**config.mk**
```make
export PLATFORM = sky130hd
export DESIGN_NAME = dynamic_rank_select_bit_store
export DESIGN_NICKNAME = d
export VERILOG_FILES = /design/src/drs_pkg.sv /design/src/drs_ctrl.sv /design/src/drs_datapath.sv /design/src/dynamic_rank_select_bit_store.sv
export SDC_FILE = /design/constraint.sdc
export NUM_CORES = 2
export LEC_CHECK = 0
export ABC_CLOCK_PERIOD_IN_PS = 26000
export BUFFER_PORTS_ARGS = -buffer_cell sky130_fd_sc_hd__buf_2
export CAP_MARGIN = 10
export CORE_MARGIN = 8
export CORE_UTILIZATION = 55
export DETAILED_ROUTE_END_ITERATION = 10
export PLACE_DENSITY = 0.7
export SKIP_LAST_GASP = 1
export SLEW_MARGIN = 20
export SYNTH_ARGS = -nofsm -noshare
export SYNTH_HDL_FRONTEND = slang
export SYNTH_SLANG_ARGS = --single-unit
```
**constraint.sdc**
```tcl
create_clock -name clk_i -period 26 [get_ports clk_i]
set_input_delay 2.6 -clock clk_i [delete_from_list [all_inputs] [get_ports clk_i]]
set_output_delay 2.6 -clock clk_i [all_outputs]
set_load 0.03 [all_outputs]
```
**src/drs_pkg.sv**
```systemverilog
package drs_pkg;

  // Bits held in one word of the store; walks move one word a cycle.
  localparam int WordBits = 64;

  typedef enum logic [2:0] {
    OP_READ   = 3'd0,
    OP_SET    = 3'd1,
    OP_INSERT = 3'd2,
    OP_DELETE = 3'd3,
    OP_RANK   = 3'd4,
    OP_SELECT = 3'd5
  } op_e;

  typedef enum logic [1:0] {
    ST_OK    = 2'd0,
    ST_RANGE = 2'd1,
    ST_FULL  = 2'd2
  } status_e;

  // Commands from the controller to the datapath.
  typedef struct packed {
    logic start;
    logic find;
    logic load;
  } dp_cmd_t;

  // Status from the datapath to the controller.
  typedef struct packed {
    logic start_err;
    logic walk_done;
    logic is_select;
    logic find_done;
  } dp_sts_t;

  function automatic logic [6:0] popcount64(input logic [63:0] w);
    logic [6:0] c;
    c = '0;
    for (int i = 0; i < 64; i++) begin
      c = c + 7'(w[i]);
    end
    return c;
  endfunction

  function automatic logic [3:0] popcount8(input logic [7:0] w);
    logic [3:0] c;
    c = '0;
    for (int i = 0; i < 8; i++) begin
      c = c + 4'(w[i]);
    end
    return c;
  endfunction

endpackage

```
**src/drs_ctrl.sv**
```systemverilog
module drs_ctrl
  import drs_pkg::*;
(
  input  logic    clk_i,
  input  logic    rst_ni,
  input  logic    in_valid_i,
  output logic    in_ready_o,
  output logic    out_valid_o,
  input  logic    out_ready_i,
  output dp_cmd_t cmd_o,
  input  dp_sts_t sts_i
);

  typedef enum logic [3:0] {
    S_IDLE = 4'b0001,
    S_WALK = 4'b0010,
    S_FIND = 4'b0100,
    S_LOAD = 4'b1000
  } state_e;

  state_e state_q, state_d;
  logic   out_valid_q, out_valid_d;

  always_comb begin
    state_d     = state_q;
    cmd_o       = '0;
    in_ready_o  = 1'b0;
    out_valid_d = out_valid_q;
    if (out_valid_q && out_ready_i) begin
      out_valid_d = 1'b0;
    end
    unique case (state_q)
      S_IDLE: begin
        in_ready_o = 1'b1;
        if (in_valid_i) begin
          cmd_o.start = 1'b1;
          state_d     = sts_i.start_err ? S_LOAD : S_WALK;
        end
      end
      S_WALK: begin
        if (sts_i.walk_done) begin
          state_d = sts_i.is_select ? S_FIND : S_LOAD;
        end
      end
      S_FIND: begin
        cmd_o.find = 1'b1;
        if (sts_i.find_done) begin
          state_d = S_LOAD;
        end
      end
      S_LOAD: begin
        // The result register is free, or frees up at this very edge.
        if (!out_valid_q || out_ready_i) begin
          cmd_o.load  = 1'b1;
          out_valid_d = 1'b1;
          state_d     = S_IDLE;
        end
      end
      default: state_d = S_IDLE;
    endcase
  end

  always_ff @(posedge clk_i or negedge rst_ni) begin
    if (!rst_ni) begin
      state_q     <= S_IDLE;
      out_valid_q <= 1'b0;
    end else begin
      state_q     <= state_d;
      out_valid_q <= out_valid_d;
    end
  end

  assign out_valid_o = out_valid_q;

endmodule

```
**src/drs_datapath.sv**
```systemverilog
module drs_datapath
  import drs_pkg::*;
#(
  parameter int CAPACITY = 1024
) (
  input  logic        clk_i,
  input  logic        rst_ni,
  input  dp_cmd_t     cmd_i,
  output dp_sts_t     sts_o,
  input  logic [2:0]  op_i,
  input  logic [10:0] index_i,
  input  logic        bit_value_i,
  output logic        read_bit_o,
  output logic [10:0] rank_count_o,
  output logic [9:0]  found_position_o,
  output logic [1:0]  status_o,
  output logic [10:0] length_now_o,
  output logic [10:0] ones_now_o
);

  localparam int Words = CAPACITY / WordBits;
  localparam int WA    = (Words > 1) ? $clog2(Words) : 1;
  localparam int CntW  = $clog2(CAPACITY + 1);
  localparam int CW    = (CntW > 11) ? CntW : 11;

  logic [63:0]    mem [Words];
  logic [63:0]    mem_rdata_q;

  logic [CW-1:0]  len_q, ones_q, acc_q, idx_q, eidx_q, pos_q;
  logic [2:0]     op_q;
  logic           val_q;
  status_e        status_q;
  logic [WA-1:0]  rd_addr_q, last_addr_q, proc_addr_q, fword_q;
  logic           rd_busy_q, pend_q, proc_last_q, down_q, carry_q, rd_bit_q, found_q;
  logic [63:0]    fdata_q;
  logic [6:0]     resid_q;
  logic [2:0]     byte_q;

  // Request decode and range checks
  logic [CW-1:0]  idx_x, s_pos, e_pos;
  status_e        st;
  logic           dn;

  always_comb begin
    idx_x = CW'(index_i);
    st    = ST_OK;
    s_pos = idx_x;
    e_pos = idx_x;
    dn    = 1'b0;
    unique case (op_i) inside
      OP_READ, OP_SET: begin
        if (idx_x >= len_q) st = ST_RANGE;
      end
      OP_INSERT: begin
        if (idx_x > len_q) st = ST_RANGE;
        else if (len_q == CW'(CAPACITY)) st = ST_FULL;
        e_pos = len_q;
      end
      OP_DELETE: begin
        if (idx_x >= len_q) st = ST_RANGE;
        s_pos = len_q - CW'(1);
        dn    = 1'b1;
      end
      OP_RANK: begin
        s_pos = '0;
        if (len_q == '0) e_pos = '0;
        else if (idx_x >= len_q) e_pos = len_q - CW'(1);
      end
      OP_SELECT: begin
        if (idx_x == '0 || idx_x > ones_q) st = ST_RANGE;
        s_pos = '0;
        e_pos = len_q - CW'(1);
      end
      default: st = ST_RANGE;
    endcase
  end

  // Word processing
  logic [CW-1:0] word_x, lenw, sum;
  logic [63:0]   vmask, d, low, bitb, sh, wdata, rmask;
  logic [5:0]    b;
  logic          at_idx, we;
  logic [6:0]    pop;

  always_comb begin
    word_x = CW'(proc_addr_q);
    lenw   = len_q >> 6;
    if (word_x < lenw) vmask = '1;
    else if (word_x == lenw) vmask = (64'(1) << len_q[5:0]) - 64'(1);
    else vmask = '0;
    d      = mem_rdata_q & vmask;
    b      = idx_q[5:0];
    bitb   = 64'(1) << b;
    low    = bitb - 64'(1);
    at_idx = (word_x == (idx_q >> 6));
    sh     = {carry_q, d[63:1]};
    case (op_q)
      OP_SET:    wdata = (d & ~bitb) | (val_q ? bitb : '0);
      OP_INSERT: wdata = at_idx ? ((d & low) | (val_q ? bitb : '0) | ((d << 1) & ~(low | bitb)))
                                : {d[62:0], carry_q};
      OP_DELETE: wdata = at_idx ? ((d & low) | (sh & ~low)) : sh;
      default:   wdata = d;
    endcase
    we    = pend_q && (op_q == OP_SET || op_q == OP_INSERT || op_q == OP_DELETE);
    rmask = (proc_last_q && op_q == OP_RANK) ? ~((~64'(0) << eidx_q[5:0]) << 1) : '1;
    pop   = popcount64(d & rmask);
    sum   = acc_q + CW'(pop);
  end

  // Search for the wanted one inside one byte of the found word
  logic [7:0] fbyte;
  logic [3:0] pb, cnt;
  logic [2:0] jpos;
  logic       hit, find_done;

  always_comb begin
    fbyte = fdata_q[byte_q*8 +: 8];
    pb    = popcount8(fbyte);
    cnt   = '0;
    jpos  = '0;
    hit   = 1'b0;
    for (int j = 0; j < 8; j++) begin
      cnt = cnt + 4'(fbyte[j]);
      if (!hit && fbyte[j] && (7'(cnt) == resid_q)) begin
        hit  = 1'b1;
        jpos = 3'(j);
      end
    end
    find_done = cmd_i.find && (resid_q <= 7'(pb));
  end

  assign sts_o.start_err = (st != ST_OK);
  assign sts_o.walk_done = pend_q && proc_last_q;
  assign sts_o.is_select = (op_q == OP_SELECT);
  assign sts_o.find_done = find_done;

  always_ff @(posedge clk_i) begin
    if (rd_busy_q) begin
      mem_rdata_q <= mem[rd_addr_q];
    end
    if (we) begin
      mem[proc_addr_q] <= wdata;
    end
  end

  always_ff @(posedge clk_i or negedge rst_ni) begin
    if (!rst_ni) begin
      len_q       <= '0;
      ones_q      <= '0;
      acc_q       <= '0;
      idx_q       <= '0;
      eidx_q      <= '0;
      pos_q       <= '0;
      op_q        <= '0;
      val_q       <= 1'b0;
      status_q    <= ST_OK;
      rd_addr_q   <= '0;
      last_addr_q <= '0;
      proc_addr_q <= '0;
      fword_q     <= '0;
      rd_busy_q   <= 1'b0;
      pend_q      <= 1'b0;
      proc_last_q <= 1'b0;
      down_q      <= 1'b0;
      carry_q     <= 1'b0;
      rd_bit_q    <= 1'b0;
      found_q     <= 1'b0;
      fdata_q     <= '0;
      resid_q     <= '0;
      byte_q      <= '0;
    end else begin
      if (cmd_i.start) begin
        op_q     <= op_i;
        idx_q    <= idx_x;
        val_q    <= bit_value_i;
        eidx_q   <= e_pos;
        status_q <= st;
        acc_q    <= '0;
        pos_q    <= '0;
        found_q  <= 1'b0;
        carry_q  <= 1'b0;
        rd_bit_q <= 1'b0;
        if (st == ST_OK) begin
          rd_busy_q   <= 1'b1;
          rd_addr_q   <= s_pos[WA+5:6];
          last_addr_q <= e_pos[WA+5:6];
          down_q      <= dn;
        end
      end

      if (rd_busy_q) begin
        pend_q      <= 1'b1;
        proc_addr_q <= rd_addr_q;
        proc_last_q <= (rd_addr_q == last_addr_q);
        if (rd_addr_q == last_addr_q) rd_busy_q <= 1'b0;
        else if (down_q) rd_addr_q <= rd_addr_q - WA'(1);
        else rd_addr_q <= rd_addr_q + WA'(1);
      end else begin
        pend_q <= 1'b0;
      end

      if (pend_q) begin
        case (op_q)
          OP_READ: rd_bit_q <= d[b];
          OP_SET: begin
            if (d[b] != val_q) ones_q <= val_q ? ones_q + CW'(1) : ones_q - CW'(1);
          end
          OP_INSERT: begin
            carry_q <= d[63];
            if (proc_last_q) begin
              len_q  <= len_q + CW'(1);
              ones_q <= ones_q + CW'(val_q);
            end
          end
          OP_DELETE: begin
            carry_q <= d[0];
            if (proc_last_q) begin
              len_q  <= len_q - CW'(1);
              ones_q <= ones_q - CW'(d[b]);
            end
          end
          OP_RANK: acc_q <= sum;
          OP_SELECT: begin
            if (!found_q) begin
              if (sum >= idx_q) begin
                found_q <= 1'b1;
                fdata_q <= d;
                fword_q <= proc_addr_q;
                resid_q <= 7'(idx_q - acc_q);
                byte_q  <= '0;
              end else begin
                acc_q <= sum;
              end
            end
          end
          default: ;
        endcase
      end

      if (cmd_i.find) begin
        if (find_done) begin
          pos_q <= (CW'(fword_q) << 6) | CW'({byte_q, jpos});
        end else begin
          resid_q <= resid_q - 7'(pb);
          byte_q  <= byte_q + 3'd1;
        end
      end
    end
  end

  always_ff @(posedge clk_i) begin
    if (cmd_i.load) begin
      read_bit_o       <= rd_bit_q;
      rank_count_o     <= (op_q == OP_RANK) ? acc_q[10:0] : 11'd0;
      found_position_o <= pos_q[9:0];
      status_o         <= status_q;
      length_now_o     <= len_q[10:0];
      ones_now_o       <= ones_q[10:0];
    end
  end

`ifndef ASSERT_OFF
  a_len_cap: assert property (@(posedge clk_i) disable iff (!rst_ni)
    len_q <= CW'(CAPACITY)) else $error("stored length above capacity");
  a_ones_len: assert property (@(posedge clk_i) disable iff (!rst_ni)
    ones_q <= len_q) else $error("ones count above stored length");
  a_find_found: assert property (@(posedge clk_i) disable iff (!rst_ni)
    cmd_i.find |-> found_q) else $error("byte search without a found word");
  a_walk_idle: assert property (@(posedge clk_i) disable iff (!rst_ni)
    cmd_i.start |-> !rd_busy_q && !pend_q) else $error("request taken during a walk");
`endif

endmodule

```
**src/dynamic_rank_select_bit_store.sv**
```systemverilog
// Dynamic rank/select bit store. The block keeps a sequence of up to CAPACITY
// bits (a multiple of 64) in a single-port-write, single-port-read memory of
// 64-bit words, together with its length and its count of ones, and serves one
// request at a time: read, set, insert, delete, rank and select. Each request
// is taken as a transfer on the input channel and yields exactly one result
// transfer. A request that fails its range check skips the walk and goes
// straight to loading its result. Every other request walks the memory one
// word per cycle through the registered read port: read and set visit one
// word; insert visits the words from the insert position up to the end of
// the sequence, delete the words from the end down to the delete position,
// rank the words up to the clamped position, and select every word of the
// sequence followed by a scan of the found word one byte at a time. At the
// default capacity of 1024 bits a full walk covers 16 words. No clearing
// pass follows reset: bits at or beyond the current length are masked on
// every read. A finished result sits in an output register, so the next
// request is taken while it waits for its transfer.
module dynamic_rank_select_bit_store
  import drs_pkg::*;
#(
  parameter int CAPACITY = 1024
) (
  input  logic        clk_i,
  input  logic        rst_ni,
  input  logic        in_valid_i,
  output logic        in_ready_o,
  input  logic [2:0]  op_i,
  input  logic [10:0] index_i,
  input  logic        bit_value_i,
  output logic        out_valid_o,
  input  logic        out_ready_i,
  output logic        read_bit_o,
  output logic [10:0] rank_count_o,
  output logic [9:0]  found_position_o,
  output logic [1:0]  status_o,
  output logic [10:0] length_now_o,
  output logic [10:0] ones_now_o
);

  dp_cmd_t cmd;
  dp_sts_t sts;

  // The controller sequences each request and owns the output valid flag.
  drs_ctrl u_ctrl (
    .clk_i       (clk_i),
    .rst_ni      (rst_ni),
    .in_valid_i  (in_valid_i),
    .in_ready_o  (in_ready_o),
    .out_valid_o (out_valid_o),
    .out_ready_i (out_ready_i),
    .cmd_o       (cmd),
    .sts_i       (sts)
  );

  // The datapath holds the word memory, the counters and the result register.
  drs_datapath #(
    .CAPACITY (CAPACITY)
  ) u_datapath (
    .clk_i            (clk_i),
    .rst_ni           (rst_ni),
    .cmd_i            (cmd),
    .sts_o            (sts),
    .op_i             (op_i),
    .index_i          (index_i),
    .bit_value_i      (bit_value_i),
    .read_bit_o       (read_bit_o),
    .rank_count_o     (rank_count_o),
    .found_position_o (found_position_o),
    .status_o         (status_o),
    .length_now_o     (length_now_o),
    .ones_now_o       (ones_now_o)
  );

endmodule
```
[Word level (Yosys, flattened, before mapping)]
Memory sizes are Yosys's and may differ from the RTL's. A register that Yosys moved wholly into a read port is not among the register bits.
Cells that the tools add are included.
Operators by class
  order comparisons: 7
  reductions and logical operators: 47
  bitwise gates (word level): 17
  add/sub/neg operators: 84
  shifts and indexed selects: 4
  multiplexer cells: 100
  eq/ne operators: 34
Operators by type and width (count)
  $add 7x1->7: 62
  $and 64x64->64: 6
  $mux 64: 6
  $or 64x64->64: 5
  $not 64->64: 4
  $pmux 64 s3: 1
  $mux 11: 13
  $shl 1x6->64 const A: 2
  $shiftx 64x7->8: 1
  $shl 64x6->63 const A: 1
  $sub 64x1->64 const B: 1
  $sub 64x2->64 const B: 1
  $eq 4x7->1: 7
  $mux 4: 11
  $pmux 11 s2: 2
  $mux 7: 6
  $mux 1: 38
  $pmux 11 s3: 1
  $mux 3: 10
  $pmux 10 s3: 1
  $add 4x1->4: 6
  $add 11x1->11 const B: 2
  $ge 11x11->1: 2
  $gt 11x11->1: 2
  49 further kinds: 102
Word-level totals
  bits of input ports: 19
  register bits: 215
  word-level logic and storage cells: 325
  memories: 1
  memory bits (writable): 1024
Memory list
  u_datapath.mem: words 16, bits a word 64, read ports 1, clocked after Yosys merged registers in 1, write ports 1, line drs_datapath.sv:26  | logic [63:0] mem [Words];

[Depth between registers and ports, before layout]
  depth in word-level cells: 77
  gate-level depth with buffers: 55
  gate-level depth less buffers: 46

[Cells and area by module]
A second synthesis with hierarchy kept.
Second synthesis, totals
  cells, all modules: 4820
  area, all modules: 65690.5 um^2
Modules (own cells, without submodules)
  drs_datapath: sequential area each 38131.6 um^2, cells each 4780, area an instance 65328.9 um^2, times used 1
  drs_ctrl: sequential area each 126.4 um^2, cells each 40, area an instance 361.6 um^2, times used 1

[Least setup slack after synthesis]
OpenSTA, ideal clock, no wires.
  path type: register -> register
  start point: register u_datapath.len_q[2]
  end point: register u_datapath.fdata_q[10]
  data arrival time: 11866 ps
  path slack: 14009 ps
  cell stages (with the launch flop): 48
  period minus slack after synthesis: 11991 ps
  data required time: 25875 ps
  library setup time: 125 ps
  path through: dfrtp_1 -> buf_4 -> buf_4 -> buf_2 -> clkbuf_1 -> inv_1 -> ha_1 -> buf_2 -> nor4_4 -> a21oi_1 -> a2111oi_1 -> nand3_1 -> nand2b_1 -> a21oi_1 -> o21a_1 -> nand2_1 -> fa_1 -> fa_1 -> (+12 left out) -> fa_1 -> inv_1 -> a21oi_1 -> o21bai_1 -> a21o_1 -> a21o_1 -> a21o_1 -> nand2_1 -> and2_1 -> or2_2 -> ha_1 -> nand4_1 -> nor3_1 -> nor4_1 -> a211o_1 -> clkbuf_1 -> buf_1 -> mux2_2
On the way
  longest elaborated chain between the ends: 72
RTL lines
  start: declaration: line drs_datapath.sv:29  | logic [CW-1:0] len_q, ones_q, acc_q, idx_q, eidx_q, pos_q;
  start signal: assignment: line drs_datapath.sv:211  | len_q <= len_q + CW'(1);
  start signal: assignment: line drs_datapath.sv:218  | len_q <= len_q - CW'(1);
  $shl 1x6->64 (*): line drs_datapath.sv:89  | else if (word_x == lenw) vmask = (64'(1) << len_q[5:0]) - 64'(1);
  $sub 64x2->64 (*): line drs_datapath.sv:89
  $mux 64 (*): line drs_datapath.sv:89
  $mux 64 (*): line drs_datapath.sv:88  | if (word_x < lenw) vmask = '1;
  $and 64x64->64 (*): line drs_datapath.sv:91  | d = mem_rdata_q & vmask;
  $and 64x64->64: line drs_datapath.sv:106  | pop = popcount64(d & rmask);
  $add 1x1->2: line drs_pkg.sv:40  | c = c + 7'(w[i]);
  $add 7x1->7 (62 in a row): line drs_pkg.sv:40
  $add 11x7->11: line drs_datapath.sv:107  | sum = acc_q + CW'(pop);
  $ge 11x11->1: line drs_datapath.sv:225  | if (sum >= idx_q) begin
  $reduce_and 4->1 (no source line)
  end signal: assignment: line drs_datapath.sv:168  | fdata_q <= '0;
  end signal: assignment: line drs_datapath.sv:227  | fdata_q <= d;
  end: declaration: line drs_datapath.sv:35  | logic [63:0] fdata_q;
Every way passes the cells marked *; elsewhere a longest branch is shown, timed or not.
A chain may end at the register's enable or synchronous reset.

[Worst setup path after layout]
  start point: register u_datapath.len_q[2]
  end point: register u_datapath.fdata_q[29]
The elaborated chain is that of the path after synthesis.

==> impl_summary.log <==
INFO  metric outcome = finished, final reports clean
INFO  metric antenna_violations_before_repair = 7
INFO  metric route.vias.total = 44,800
INFO  metric synth_top_cells_by_area = sky130_fd_sc_hd__edfxtp_1 52%, sky130_fd_sc_hd__mux4_2 12%, sky130_fd_sc_hd__dfrtp_1 6.4%
INFO  metric detailedPlacementHpwl = 137 mm
INFO  metric drt_pass1_iterations = 7
INFO  metric cts_root_buf = sky130_fd_sc_hd__clkbuf_16
INFO  metric syn-instance-count = 4,745
INFO  metric cts_resized = 0
INFO  metric numPortBuffers = 66
INFO  metric worst-path-max-fanout = 65
INFO  metric area_of_the_die = 130,000 sq um
INFO  metric worstReg2RegEnd = u_datapath.fdata_q[29]
INFO  metric min-delay-path-class = reg -> reg
INFO  metric avgRoutedWirePerCell = 33.2 um
INFO  metric clock.fmax = 71.8 MHz
INFO  metric htree_num_levels = 4
INFO  metric hold_path_depth = 0
INFO  metric grt_use_total = 32.1%
INFO  metric layout.cell_area.non_filler = 72,300 sq um
INFO  metric hold_violations = 0
INFO  metric yosys_warnings = 0
INFO  metric synthArstFlopShare = 12.9%
INFO  metric critical-path-max-stage-delay = 0.69 ns
INFO  metric worst_r2r_startpoint = u_datapath.len_q[2]
INFO  metric clk_path_buf_depth = 3
INFO  metric fin_crit = 13.93 ns
INFO  metric grt_start_max_net_pins = 93
INFO  metric wirelength = 213 mm
INFO  metric post_cts_hold_buffer_count = 0
INFO  metric worst_pin_slew = 1.40 ns
INFO  metric worst_clock_skew = 0.0586 ns
INFO  metric first_global_vias = 43,700
INFO  metric most_prevalent_standard_cell_on_the_critical_path = sky130_fd_sc_hd__fa_1
INFO  metric timing.reg2reg.setup_slack = 12.07 ns
INFO  metric placed_area = 67,800 sq um
INFO  metric std_cell_rows = 126
INFO  metric setup_repair_after_global_routing_missed_its_margin = no
INFO  metric dpl.cell_count = 6,167
INFO  metric layout_cells_sized_above_1 = 19.0%
INFO  metric clk-insertion-delay-late = 0.79 ns
INFO  metric finalSetupViolCount = 0
INFO  metric synthToLayoutAreaGrowth = 10.4%
INFO  metric hold_path.startpoint = u_datapath.pos_q[6]
INFO  metric mappedNetlistNets = 4,993
INFO  metric max_cap_viol_count = 0
INFO  metric leading_register_cell_type_out_of_synthesis = sky130_fd_sc_hd__edfxtp_1
INFO  metric detail_route.drc_violations = 0
INFO  metric synth.most_common_cell = sky130_fd_sc_hd__edfxtp_1
INFO  metric synth.top_cells.by_count = 1,134 x sky130_fd_sc_hd__edfxtp_1, 418 x sky130_fd_sc_hd__nand2_1, 336 x sky130_fd_sc_hd__mux4_2
INFO  metric vias_per_cell = 6.98
INFO  metric final_min_period_over_clock_period = 53.6%
INFO  metric initialDrtViolationCount = 6,546
INFO  metric slew_viol_final = 0
INFO  metric core_region_area = 118,000 sq um
INFO  metric global_route_congestion_overflow_total = 0
INFO  metric die-height = 361 um
INFO  metric post_synth.cell_area_avg = 13.8 sq um
INFO  metric synth_enable_flop_cells = 1,134
INFO  metric nNetsFinal = 5,020
INFO  metric critPathLaunchType = flip-flop
INFO  metric floorplan.io_pins = 67
INFO  metric finish.cell_count_without_fillers = 6,427
INFO  metric yosys.area.top_type = sky130_fd_sc_hd__edfxtp_1
INFO  metric critPathSlowestCell = sky130_fd_sc_hd__nor3_2
INFO  metric grt_pass1_wl = 307 mm
INFO  metric post_synthesis_instance_area = 65,500 sq um
INFO  metric r2r_cells = 43
INFO  metric die_w = 361 um
INFO  metric floorplan.initialDensity = 55.5%
INFO  metric crit_path_end_kind = flip-flop
INFO  metric gp_routability_congestion = 1.05
INFO  metric setup-tns-final = 0 ns
INFO  metric tritoncts = built
INFO  metric drtAntennaViolNets = 0
INFO  metric synth_cell_types = 120
INFO  metric signal_arrival_time_at_the_worst_endpoint = 14.60 ns
INFO  metric maxSlewHeadroom = 6.51%
INFO  metric synthDominantCellAreaShare = 52.0%
INFO  metric cp_data_required_time = 26.67 ns
INFO  metric tritoncts_num_sinks = 1,302
INFO  metric worstSetupPathType = reg -> reg
INFO  metric post-cts-setup-buffer-count = 0
INFO  metric clk_pin_slew_worst_paths = 0.06 ns
INFO  metric hold-path-endpoint = u_datapath.found_position_o[6]
INFO  metric register_area_share_after_synthesis = 58.4%
INFO  metric cts_inserted_buffers = 136
INFO  metric synth.ff_latch_count = 1,302
layout by cell type, fill, tap and decap left out, types with 66 or more instances in the layout:
master / count
sky130_fd_sc_hd__mux4_2: 336
sky130_fd_sc_hd__buf_2: 66
sky130_fd_sc_hd__o22ai_1: 76
sky130_fd_sc_hd__nand2_1: 417
sky130_fd_sc_hd__a21oi_1: 217
sky130_fd_sc_hd__nand3_1: 74
sky130_fd_sc_hd__ha_1: 168
sky130_fd_sc_hd__nor2_1: 215
sky130_fd_sc_hd__clkbuf_16: 137
sky130_fd_sc_hd__buf_4: 155
sky130_fd_sc_hd__edfxtp_1: 1134
sky130_fd_sc_hd__o21ai_0: 310
sky130_fd_sc_hd__inv_1: 160
sky130_fd_sc_hd__dfrtp_1: 160
area by class of cell:
cell class | count | area (sq um)
fill | 8770 | 45800
sequential | 1302 | 38300
multi-input combinational | 2943 | 25500
clock buffer | 160 | 3540
tap | 1536 | 1920
timing repair buffer | 224 | 1540
clock inverter | 85 | 815
inverter | 165 | 619
antenna | 12 | 30.0
how the worst max path moves through the flow:
stage | start | end | slack (ns) | cells past startpoint
6_report | u_datapath.len_q[2] | u_datapath.fdata_q[29] | 12.07 | 43
5_1_grt | u_datapath.len_q[2] | u_datapath.fdata_q[36] | 11.41 | 45
4_1_cts | u_datapath.len_q[2] | u_datapath.fdata_q[29] | 12.19 | 43
3_5_place_dp | u_datapath.len_q[2] | u_datapath.fdata_q[29] | 12.17 | 43
3_3_place_gp | u_datapath.len_q[2] | u_datapath.fdata_q[39] | 12.29 | 43
2_1_floorplan | u_datapath.len_q[2] | u_datapath.fdata_q[10] | 14.01 | 47
stage by stage:
| step | worst slack, ns | hold WS [ns] | utilization (%) |
|---|---|---|---|
| 6_report | 12.07 | 0.446 | 61.2 |
| 2_1_floorplan | 14.01 | 0.420 | - |
| 3_3_place_gp | 12.29 | 0.430 | 57.4 |
| 4_1_cts | 12.19 | 0.453 | 61.1 |
| 3_5_place_dp | 12.17 | 0.439 | 57.4 |
| 5_1_grt | 11.41 | 0.457 | 61.2 |
routing by layer:
layer | track usage (%) | vias up | wire length (um)
met5 | 0 | - | 13
met4 | 18.0 | 2 | 13800
met3 | 7.45 | 662 | 23200
met2 | 48.3 | 2923 | 95300
met1 | 43.2 | 22600 | 81000
li1 | - | 18600 | -
logic make-up after synthesis:
group / after synthesis / share of synthesized area (%)
flip-flops: 1302 / 58.4
AO/OA/AOI/OAI: 1121 / 11.3
AND/OR/NAND/NOR: 1061 / 7.75
buffers and inverters: 500 / 2.97
multiplexers: 434 / 13.2
adder cells (fa/ha/maj): 229 / 5.07
XOR/XNOR: 98 / 1.31
state kept, by name (all words and copies together), names as in the netlist, 6 cells and up:
| name | flops |
|---|---|
| u_datapath.mem | 1024 |
| u_datapath.fdata_q | 64 |
| u_datapath.mem_rdata_q | 64 |
| u_datapath.acc_q | 11 |
| u_datapath.idx_q | 11 |
| u_datapath.len_q | 11 |
| u_datapath.length_now_o | 11 |
| u_datapath.ones_now_o | 11 |
| u_datapath.ones_q | 11 |
| u_datapath.rank_count_o | 11 |
| u_datapath.found_position_o | 10 |
| u_datapath.pos_q | 10 |
| u_datapath.resid_q | 7 |
| u_datapath.eidx_q | 6 |
worst max-delay path, delay by kind of cell, from the launching register on:
kind / cells / cell delay (ns)
buffers and inverters: 9 / 1.75
XOR/XNOR: 1 / 0.18
AND/OR/NAND/NOR: 10 / 2.80
flip-flops: 1 / 0.32
adder cells (fa/ha/maj): 13 / 5.99
AO/OA/AOI/OAI: 9 / 2.31
multiplexers: 1 / 0.40
Power is not shown: default switching activity piles up to over one toggle a cycle in this logic, so the estimate is an artifact.
